## src/rtl/core/pf_pkg.sv

```systemverilog
// shared types, constants and cell arithmetic for the playfair encryptor
package pf_pkg;

  localparam int LETTER_W    = 5;
  localparam int CELL_W      = 5;
  localparam int NUM_LETTERS = 26;
  localparam int GRID_CELLS  = 25;

  localparam logic [LETTER_W-1:0] LETTER_Q    = 5'd16;
  localparam logic [LETTER_W-1:0] LETTER_X    = 5'd23;
  localparam logic [LETTER_W-1:0] LETTER_LAST = 5'd25;
  localparam logic [CELL_W-1:0]   CELLS_FULL  = 5'd25;

  typedef enum logic [1:0] {
    FUNC_KEY   = 2'd0,
    FUNC_PLAIN = 2'd1,
    FUNC_FLUSH = 2'd2
  } func_t;

  typedef enum logic [2:0] {
    ST_IDLE,
    ST_FILL,
    ST_POS,
    ST_GRID,
    ST_EMIT
  } state_t;

  // one memory access slot: a write port and two read ports
  typedef struct packed {
    logic              we;
    logic [CELL_W-1:0] waddr;
    logic [CELL_W-1:0] wdata;
    logic              re;
    logic [CELL_W-1:0] raddr0;
    logic [CELL_W-1:0] raddr1;
  } mem_req_t;

  // row of a cell, cell / 5 through a reciprocal multiply (exact for 0..24)
  function automatic logic [2:0] cell_row(input logic [CELL_W-1:0] cell_idx);
    logic [9:0] prod;
    prod = {5'd0, cell_idx} * 10'd13;
    return prod[8:6];
  endfunction

  function automatic logic [2:0] cell_col(input logic [CELL_W-1:0] cell_idx);
    logic [2:0]        r;
    logic [CELL_W-1:0] base;
    r    = cell_row(cell_idx);
    base = {r, 2'b00} + {2'b00, r};
    return 3'(cell_idx - base);
  endfunction

  function automatic logic [CELL_W-1:0] make_cell(input logic [2:0] r, input logic [2:0] c);
    return {r, 2'b00} + {2'b00, r} + {2'b00, c};
  endfunction

  function automatic logic [2:0] wrap_inc(input logic [2:0] v);
    return (v == 3'd4) ? 3'd0 : 3'(v + 3'd1);
  endfunction

endpackage

```

## src/rtl/core/playfair_digraph_encryptor.sv

```systemverilog
// top level of the playfair digraph encryptor
//
//  channel  dir  handshake           payload
//  in       in   in_valid/in_stall   in_func, in_letter
//  out      out  out_valid/out_stall out_first_letter, out_second_letter, out_last
//
// a key letter is placed from idle; a plaintext letter or flush takes the position step,
// and with a result the position read, grid read and output load; each memory read is registered
// the first plaintext letter after a key first fills the grid, one step per letter a..z
// reset (rst_n low, synchronous) clears the used marks, fill count and waiting
// letter; grid and position memories are not cleared
// a stalled result holds in the output register and the emit step, stalling input
module playfair_digraph_encryptor (
  input  logic                        clk,
  input  logic                        rst_n,
  input  logic                        in_valid,
  output logic                        in_stall,
  input  logic [1:0]                  in_func,
  input  logic [pf_pkg::LETTER_W-1:0] in_letter,
  output logic                        out_valid,
  input  logic                        out_stall,
  output logic [pf_pkg::LETTER_W-1:0] out_first_letter,
  output logic [pf_pkg::LETTER_W-1:0] out_second_letter,
  output logic                        out_last
);

  import pf_pkg::*;

  // memory request bundles from the sequencer
  mem_req_t            grid_req;
  mem_req_t            pos_req;
  logic [LETTER_W-1:0] grid_rdata0, grid_rdata1;
  logic [CELL_W-1:0]   pos_rdata0, pos_rdata1;

  // control: placement, grid completion, pairing, output register
  pf_seq u_seq (
    .clk               (clk),
    .rst_n             (rst_n),
    .in_valid          (in_valid),
    .in_stall          (in_stall),
    .in_func           (in_func),
    .in_letter         (in_letter),
    .out_valid         (out_valid),
    .out_stall         (out_stall),
    .out_first_letter  (out_first_letter),
    .out_second_letter (out_second_letter),
    .out_last          (out_last),
    .grid_req          (grid_req),
    .pos_req           (pos_req),
    .grid_rdata0       (grid_rdata0),
    .grid_rdata1       (grid_rdata1),
    .pos_rdata0        (pos_rdata0),
    .pos_rdata1        (pos_rdata1)
  );

  // letter held in each cell, row*5+col
  pf_ram #(
    .DEPTH (GRID_CELLS),
    .DW    (LETTER_W)
  ) u_grid (
    .clk    (clk),
    .we     (grid_req.we),
    .waddr  (grid_req.waddr),
    .wdata  (grid_req.wdata),
    .re     (grid_req.re),
    .raddr0 (grid_req.raddr0),
    .raddr1 (grid_req.raddr1),
    .rdata0 (grid_rdata0),
    .rdata1 (grid_rdata1)
  );

  // cell of each letter
  pf_ram #(
    .DEPTH (NUM_LETTERS),
    .DW    (CELL_W)
  ) u_pos (
    .clk    (clk),
    .we     (pos_req.we),
    .waddr  (pos_req.waddr),
    .wdata  (pos_req.wdata),
    .re     (pos_req.re),
    .raddr0 (pos_req.raddr0),
    .raddr1 (pos_req.raddr1),
    .rdata0 (pos_rdata0),
    .rdata1 (pos_rdata1)
  );

endmodule

```

## src/rtl/core/pf_ram.sv

```systemverilog
// synchronous memory, one write port and two registered read ports
module pf_ram #(
  parameter int DEPTH = pf_pkg::GRID_CELLS,
  parameter int DW    = pf_pkg::LETTER_W,
  parameter int AW    = $clog2(DEPTH)
) (
  input  logic          clk,
  input  logic          we,
  input  logic [AW-1:0] waddr,
  input  logic [DW-1:0] wdata,
  input  logic          re,
  input  logic [AW-1:0] raddr0,
  input  logic [AW-1:0] raddr1,
  output logic [DW-1:0] rdata0,
  output logic [DW-1:0] rdata1
);

  logic [DW-1:0] mem [DEPTH];

  always_ff @(posedge clk) begin
    if (we) begin
      mem[waddr] <= wdata;
    end
  end

  // read data holds until the next read
  always_ff @(posedge clk) begin
    if (re) begin
      rdata0 <= mem[raddr0];
      rdata1 <= mem[raddr1];
    end
  end

endmodule

```

## src/rtl/core/pf_pair_map.sv

```systemverilog
// maps the two plaintext cells of a pair to their ciphertext cells
module pf_pair_map (
  input  logic [pf_pkg::CELL_W-1:0] pos0,
  input  logic [pf_pkg::CELL_W-1:0] pos1,
  output logic [pf_pkg::CELL_W-1:0] cell0,
  output logic [pf_pkg::CELL_W-1:0] cell1
);

  import pf_pkg::*;

  logic [2:0] r0, c0, r1, c1;

  always_comb begin
    r0 = cell_row(pos0);
    c0 = cell_col(pos0);
    r1 = cell_row(pos1);
    c1 = cell_col(pos1);
    if (r0 == r1) begin
      // same row, shift right
      cell0 = make_cell(r0, wrap_inc(c0));
      cell1 = make_cell(r1, wrap_inc(c1));
    end else if (c0 == c1) begin
      // same column, shift down
      cell0 = make_cell(wrap_inc(r0), c0);
      cell1 = make_cell(wrap_inc(r1), c1);
    end else begin
      // rectangle corners
      cell0 = make_cell(r0, c1);
      cell1 = make_cell(r1, c0);
    end
  end

endmodule

```

## src/rtl/core/pf_seq.sv

```systemverilog
// sequencer: key placement, grid completion, pairing and cipher lookups
module pf_seq (
  input  logic                        clk,
  input  logic                        rst_n,
  input  logic                        in_valid,
  output logic                        in_stall,
  input  logic [1:0]                  in_func,
  input  logic [pf_pkg::LETTER_W-1:0] in_letter,
  output logic                        out_valid,
  input  logic                        out_stall,
  output logic [pf_pkg::LETTER_W-1:0] out_first_letter,
  output logic [pf_pkg::LETTER_W-1:0] out_second_letter,
  output logic                        out_last,
  output pf_pkg::mem_req_t            grid_req,
  output pf_pkg::mem_req_t            pos_req,
  input  logic [pf_pkg::LETTER_W-1:0] grid_rdata0,
  input  logic [pf_pkg::LETTER_W-1:0] grid_rdata1,
  input  logic [pf_pkg::CELL_W-1:0]   pos_rdata0,
  input  logic [pf_pkg::CELL_W-1:0]   pos_rdata1
);

  import pf_pkg::*;

  state_t                state_r, state_nxt;
  logic [NUM_LETTERS-1:0] used_r, used_nxt;
  logic [CELL_W-1:0]     fill_r, fill_nxt;
  logic                  key_done_r, key_done_nxt;
  logic                  pend_r, pend_nxt;
  logic [LETTER_W-1:0]   pend_letter_r, pend_letter_nxt;
  logic [LETTER_W-1:0]   fill_ch_r, fill_ch_nxt;
  logic [1:0]            func_r, func_nxt;
  logic [LETTER_W-1:0]   letter_r, letter_nxt;
  logic                  last_r, last_nxt;
  logic                  out_valid_r, out_valid_nxt;
  logic [LETTER_W-1:0]   out_first_r, out_first_nxt;
  logic [LETTER_W-1:0]   out_second_r, out_second_nxt;
  logic                  out_last_r, out_last_nxt;

  logic                  place_go;
  logic [LETTER_W-1:0]   place_ch;
  logic [CELL_W-1:0]     cell0, cell1;

  pf_pair_map u_map (
    .pos0  (pos_rdata0),
    .pos1  (pos_rdata1),
    .cell0 (cell0),
    .cell1 (cell1)
  );

  always_ff @(posedge clk) begin
    if (!rst_n) begin
      state_r     <= ST_IDLE;
      used_r      <= '0;
      fill_r      <= '0;
      key_done_r  <= 1'b0;
      pend_r      <= 1'b0;
      out_valid_r <= 1'b0;
    end else begin
      state_r     <= state_nxt;
      used_r      <= used_nxt;
      fill_r      <= fill_nxt;
      key_done_r  <= key_done_nxt;
      pend_r      <= pend_nxt;
      out_valid_r <= out_valid_nxt;
    end
  end

  always_ff @(posedge clk) begin
    pend_letter_r <= pend_letter_nxt;
    fill_ch_r     <= fill_ch_nxt;
    func_r        <= func_nxt;
    letter_r      <= letter_nxt;
    last_r        <= last_nxt;
    out_first_r   <= out_first_nxt;
    out_second_r  <= out_second_nxt;
    out_last_r    <= out_last_nxt;
  end

  always_comb begin
    state_nxt       = state_r;
    used_nxt        = used_r;
    fill_nxt        = fill_r;
    key_done_nxt    = key_done_r;
    pend_nxt        = pend_r;
    pend_letter_nxt = pend_letter_r;
    fill_ch_nxt     = fill_ch_r;
    func_nxt        = func_r;
    letter_nxt      = letter_r;
    last_nxt        = last_r;
    out_valid_nxt   = out_valid_r && out_stall;
    out_first_nxt   = out_first_r;
    out_second_nxt  = out_second_r;
    out_last_nxt    = out_last_r;
    place_go        = 1'b0;
    place_ch        = in_letter;
    grid_req        = '0;
    pos_req         = '0;

    unique case (state_r)
      ST_IDLE: begin
        if (in_valid) begin
          func_nxt   = in_func;
          letter_nxt = in_letter;
          case (in_func)
            FUNC_KEY: begin
              if (in_letter <= LETTER_LAST) begin
                // key after plaintext starts over
                if (key_done_r) begin
                  used_nxt     = '0;
                  fill_nxt     = '0;
                  key_done_nxt = 1'b0;
                  pend_nxt     = 1'b0;
                end
                place_go = 1'b1;
              end
            end
            FUNC_PLAIN: begin
              if (in_letter <= LETTER_LAST) begin
                fill_ch_nxt = '0;
                state_nxt   = key_done_r ? ST_POS : ST_FILL;
              end
            end
            FUNC_FLUSH: state_nxt = ST_POS;
            default: ;
          endcase
        end
      end
      ST_FILL: begin
        place_ch = fill_ch_r;
        place_go = 1'b1;
        if (fill_ch_r == LETTER_LAST) begin
          key_done_nxt = 1'b1;
          state_nxt    = ST_POS;
        end else begin
          fill_ch_nxt = fill_ch_r + 5'd1;
        end
      end
      ST_POS: begin
        state_nxt = ST_IDLE;
        if (func_r == FUNC_PLAIN) begin
          if (letter_r != LETTER_Q) begin
            if (!pend_r) begin
              pend_nxt        = 1'b1;
              pend_letter_nxt = letter_r;
            end else begin
              pos_req.re     = 1'b1;
              pos_req.raddr0 = pend_letter_r;
              // doubled letter pairs with x and stays waiting
              pos_req.raddr1 = (letter_r == pend_letter_r) ? LETTER_X : letter_r;
              pend_nxt       = (letter_r == pend_letter_r);
              last_nxt       = 1'b0;
              state_nxt      = ST_GRID;
            end
          end
        end else if (pend_r) begin
          pos_req.re     = 1'b1;
          pos_req.raddr0 = pend_letter_r;
          pos_req.raddr1 = LETTER_X;
          pend_nxt       = 1'b0;
          last_nxt       = 1'b1;
          state_nxt      = ST_GRID;
        end
      end
      ST_GRID: begin
        grid_req.re     = 1'b1;
        grid_req.raddr0 = cell0;
        grid_req.raddr1 = cell1;
        state_nxt       = ST_EMIT;
      end
      ST_EMIT: begin
        if (!out_valid_r || !out_stall) begin
          out_valid_nxt  = 1'b1;
          out_first_nxt  = grid_rdata0;
          out_second_nxt = grid_rdata1;
          out_last_nxt   = last_r;
          state_nxt      = ST_IDLE;
        end
      end
      default: state_nxt = ST_IDLE;
    endcase

    // place one letter in the next free cell
    if (place_go && place_ch != LETTER_Q && !used_nxt[place_ch] && fill_nxt < CELLS_FULL) begin
      grid_req.we       = 1'b1;
      grid_req.waddr    = fill_nxt;
      grid_req.wdata    = place_ch;
      pos_req.we        = 1'b1;
      pos_req.waddr     = place_ch;
      pos_req.wdata     = fill_nxt;
      used_nxt[place_ch] = 1'b1;
      fill_nxt          = fill_nxt + 5'd1;
    end
  end

  assign in_stall          = (state_r != ST_IDLE);
  assign out_valid         = out_valid_r;
  assign out_first_letter  = out_first_r;
  assign out_second_letter = out_second_r;
  assign out_last          = out_last_r;

`ifndef SYNTHESIS
  a_grid_read_done: assert property (@(posedge clk) disable iff (!rst_n)
    grid_req.re |-> key_done_r)
    else $error("grid read before grid complete");

  a_fill_bound: assert property (@(posedge clk) disable iff (!rst_n)
    fill_r <= CELLS_FULL)
    else $error("fill count past grid size");

  a_pend_needs_grid: assert property (@(posedge clk) disable iff (!rst_n)
    pend_r |-> key_done_r)
    else $error("waiting letter without a complete grid");

  a_emit_loads: assert property (@(posedge clk) disable iff (!rst_n)
    (state_r == ST_EMIT && (!out_valid_r || !out_stall)) |=> (out_valid_r && state_r == ST_IDLE))
    else $error("result not loaded from emit");

  a_pos_to_grid: assert property (@(posedge clk) disable iff (!rst_n)
    pos_req.re |=> grid_req.re)
    else $error("position read not followed by grid read");
`endif

endmodule
```

## config.mk

```make
export PLATFORM = sky130hd
export DESIGN_NAME = playfair_digraph_encryptor
export DESIGN_NICKNAME = d
export VERILOG_FILES = /design/src/rtl/core/pf_pkg.sv /design/src/rtl/core/playfair_digraph_encryptor.sv /design/src/rtl/core/pf_ram.sv /design/src/rtl/core/pf_pair_map.sv /design/src/rtl/core/pf_seq.sv
export SDC_FILE = /design/constraint.sdc
export NUM_CORES = 1
export LEC_CHECK = 0
export ABC_AREA = 1
export BUFFER_PORTS_ARGS = -buffer_cell sky130_fd_sc_hd__buf_2
export CAP_MARGIN = 25
export CORE_MARGIN = 2
export CORE_UTILIZATION = 55
export DETAILED_ROUTE_END_ITERATION = 16
export PLACE_DENSITY_LB_ADDON = 0.3
export SYNTH_ARGS = -nofsm -noshare
export SYNTH_HDL_FRONTEND = slang
export SYNTH_SLANG_ARGS = --single-unit
```

## constraint.sdc

```tcl
create_clock -name clk -period 5.6 [get_ports clk]
set_input_delay 0.84 -clock clk [delete_from_list [all_inputs] [get_ports clk]]
set_output_delay 0.84 -clock clk [all_outputs]
set_load 0.02 [all_outputs]
```

==> flow_metrics.env <==
export IMPL_status="completed"
export IMPL_place_inst=2744
export IMPL_ys_types=50
export IMPL_fmax_mhz=185
export IMPL_die_area_um2=38300
export IMPL_hold_viol_final=0
export IMPL_nets=2419
export IMPL_vias=17233
export IMPL_grt_use_met2=0.513
export IMPL_yosysSeqAreaShare=0.488
export IMPL_viasPerCell=6.08
export IMPL_clk_latency_ns=0.56
export IMPL_post_route_period_util=0.963
export IMPL_fillers=3144
export IMPL_grt_overflow_total=0
export IMPL_grt_setup_unrepaired="yes"
export IMPL_cts_root_buf="clkbuf_16"
export IMPL_die_width_um=196
export IMPL_synth_edff_count=304
export IMPL_grt_busiest_layer="met2"
export IMPL_ys_ff_latch=341
export IMPL_antenna_left=0
export IMPL_first_iter_violations=1669
export IMPL_grt_usage=0.308
export IMPL_worst_slew_pin_slew_ns=1.01
export IMPL_yosysTopAreaCell="edfxtp_1"
export IMPL_grt_max_degree=87
export IMPL_hp_class="flop to flop"
export IMPL_async_flop_share=0
export IMPL_cts_tree="done"
export IMPL_place_hpwl_um=40100
export IMPL_place_area_um2=20700
export IMPL_setup_viol=0
export IMPL_worstPathRequired_ns=5.90
export IMPL_muxShareOfSynthArea=0
export IMPL_worst_ep_arrival_time_ns=5.70
export IMPL_met3_usage=0.0488
export IMPL_synth_xor_area_share=0.0108
export IMPL_first_global_vias=16445
export IMPL_synth_cell_area_um2=20200
export IMPL_skew_ns=0.0151
export IMPL_cp_max_fo=20
export IMPL_coreArea_um2=36400
export IMPL_cts_sinks=341
export IMPL_power_density_nw_per_um2=292
export IMPL_io_pins=24
export IMPL_synth_fa_ha_area_frac=0.0490
export IMPL_synth_area_top_cells="edfxtp_1 (45%), nand3_1 (8.4%), nand2_1 (8.3%)"
export IMPL_peakVddDrop_mv=0.264
export IMPL_cap_violations=0
export IMPL_synth_compound_area_share=0.0976
export IMPL_p_leak_nw=9.04
export IMPL_antenna_found_initial=1
export IMPL_ctsHoldBuffers=0
export IMPL_routedWlPerCell_um=21.1
export IMPL_die_h_um=196
export IMPL_grt_pass1_wl_um=91500
export IMPL_clk_pin_slew_ns=0.06
export IMPL_synth_simple_area_share=0.252
export IMPL_area_growth_pct=9.92
export IMPL_yosys_area_top_type_share=0.451
export IMPL_critPathKind="flop to flop"
export IMPL_postSynthCellCount=2329
export IMPL_synth_ff_type="edfxtp_1"
export IMPL_initial_core_util=0.555
export IMPL_instances_no_fill=2835
export IMPL_yosysMostFrequentCell="nand2_1"
export IMPL_gp_congestion=1.00
export IMPL_drive_above_1_share=0.0989
export IMPL_htree_levels=2
export IMPL_dr_pass1_iters=6
export IMPL_slew_violations=0
export IMPL_use_met1=0.396
export IMPL_io_buffers=23
export IMPL_cts_buffers=38
export IMPL_drc=0
export IMPL_tns_ns=0
export IMPL_routed_wl_um=59700
export IMPL_design_area_um2=22200
export IMPL_post_route_util=0.610
export IMPL_end_kind="flop"
export IMPL_holdWs_ns=0.422
export IMPL_clock_path_buffers=3
export IMPL_yosysWarnings=0
export IMPL_slew_headroom=0.321
export IMPL_startpoint_type="flop"
export IMPL_synth_top_family_by_area="simple AND/OR/NAND/NOR gates"
export IMPL_synthTopCellsByCount="nand2_1 (449), nand3_1 (341), inv_1 (326)"
export IMPL_postSynthAreaPerCell_um2=8.68
export IMPL_min_period_ns=5.39
export IMPL_rows=70
-- through the flow --
step           power (mW)  worst slack [ns]
2_1_floorplan        3.67             0.558
3_3_place_gp         3.95             0.151
3_5_place_dp         3.97            0.0284
4_1_cts              6.48           0.00768
5_1_grt              6.70           -0.0303
6_report             6.48             0.205
-- kinds of logic (layout without fill, tap and decap cells) --
| group | Yosys count | count (layout) |
|---|---|---|
| XOR/XNOR | 24 | 24 |
| flip-flops | 341 | 341 |
| buffers and inverters | 478 | 508 |
| AO/OA/AOI/OAI | 316 | 316 |
| AND/OR/NAND/NOR | 1097 | 1099 |
| adder cells (fa/ha/maj) | 72 | 72 |
| other | 1 | 7 |
-- final timing paths --
path / startpoint / endpoint / slack [ns] / cells after the start
setup / recovery: u_pos.rdata1[1] / u_grid.rdata1[3] / 0.21 / 24
hold / removal: u_grid.rdata1[0] / u_seq.out_second_letter[0] / 0.42 / 0
setup reg to reg: u_pos.rdata1[1] / u_grid.rdata1[3] / 0.21 / 24
hold reg to reg: u_grid.rdata1[0] / u_seq.out_second_letter[0] / 0.42 / 0
-- state kept, by name, indices dropped and copies added (netlist names) --
| register | count |
|---|---|
| u_pos.rdata1 | 5 |
| u_seq.out_first_letter | 5 |
| u_grid.rdata0 | 5 |
| u_seq.letter_r | 5 |
| u_seq.key_done_r | 1 |
| u_pos.rdata0 | 5 |
| u_seq.func_r | 2 |
| u_grid.rdata1 | 5 |
| u_seq.out_valid | 1 |
| u_grid.mem | 125 |
| u_seq.state_r | 3 |
| u_pos.mem | 130 |
| u_seq.pend_letter_r | 5 |
| u_seq.fill_r | 5 |
| u_seq.pend_r | 1 |
| u_seq.out_second_letter | 5 |
| u_seq.used_r | 26 |
| u_seq.out_last | 1 |
| u_seq.last_r | 1 |
| u_seq.fill_ch_r | 5 |
-- critical path, stage by stage, from the launching register on --
cell and delay [ns]:
edfxtp_1 0.43, ha_1 0.34, fa_1 0.47, ha_1 0.32, nand2_1 0.05, inv_1 0.06, nand2_1 0.05, nand2_1 0.17
xor2_4 0.24, ha_1 0.21, fa_2 0.48, ha_1 0.21, nand2_1 0.10, nand2_1 0.07, nor2_1 0.16, fa_1 0.44
inv_1 0.09, nand4_1 0.14, nand3_2 0.20, buf_4 0.32, o211ai_1 0.25, nand3_1 0.13, nand3_1 0.08, nand2_1 0.07
nand2_1 0.05
-- placed cells by master (no fill, tap or decap), types with 10 or more instances in the layout --
master,instances
a21oi_1,85
a31oi_1,10
buf_2,23
buf_4,50
clkbuf_16,39
clkinv_1,11
dfxtp_1,37
edfxtp_1,304
fa_1,10
ha_1,57
inv_1,322
inv_2,17
nand2_1,447
nand3_1,337
nand3_2,11
nand4_1,121
nor2_1,131
o211ai_1,102
o21ai_0,66
o21ai_1,13
o221ai_1,11
xor2_1,16
-- power breakdown --
part | internal, mW | switching, mW | leakage [nW]
combinational | 0.245 | 0.743 | 5.27
sequential | 2.93 | 0.0375 | 3.17
clock | 1.49 | 1.04 | 0.605
total | 4.66 | 1.82 | 9.04
-- per-layer routing --
metal	part of all wire	routed length (um)
met1	0.39	23300
met2	0.48	28700
met3	0.084	5040
met4	0.046	2730
met5	0	0
-- timing repair --
item | 4_1_cts | 5_1_grt
endpoints found under the setup margin | 0 | 10
buffers inserted | 0 | 14
gates resized for setup | 0 | 36
-- final cells by class --
class | count | area (um^2) | area share
repair inverters | 1 | 5.00 | 0.000225
repair buffers | 88 | 744 | 0.0335
well taps | 468 | 586 | 0.0263
inverters | 350 | 1330 | 0.0599
multi-input cells | 1516 | 8440 | 0.379
flip-flops and latches | 341 | 9870 | 0.444
clock buffers | 45 | 1020 | 0.0458
clock inverters | 24 | 235 | 0.0106
diodes | 2 | 5.00 | 0.000225
No activity file was read; power rests on OpenSTA's default activity.
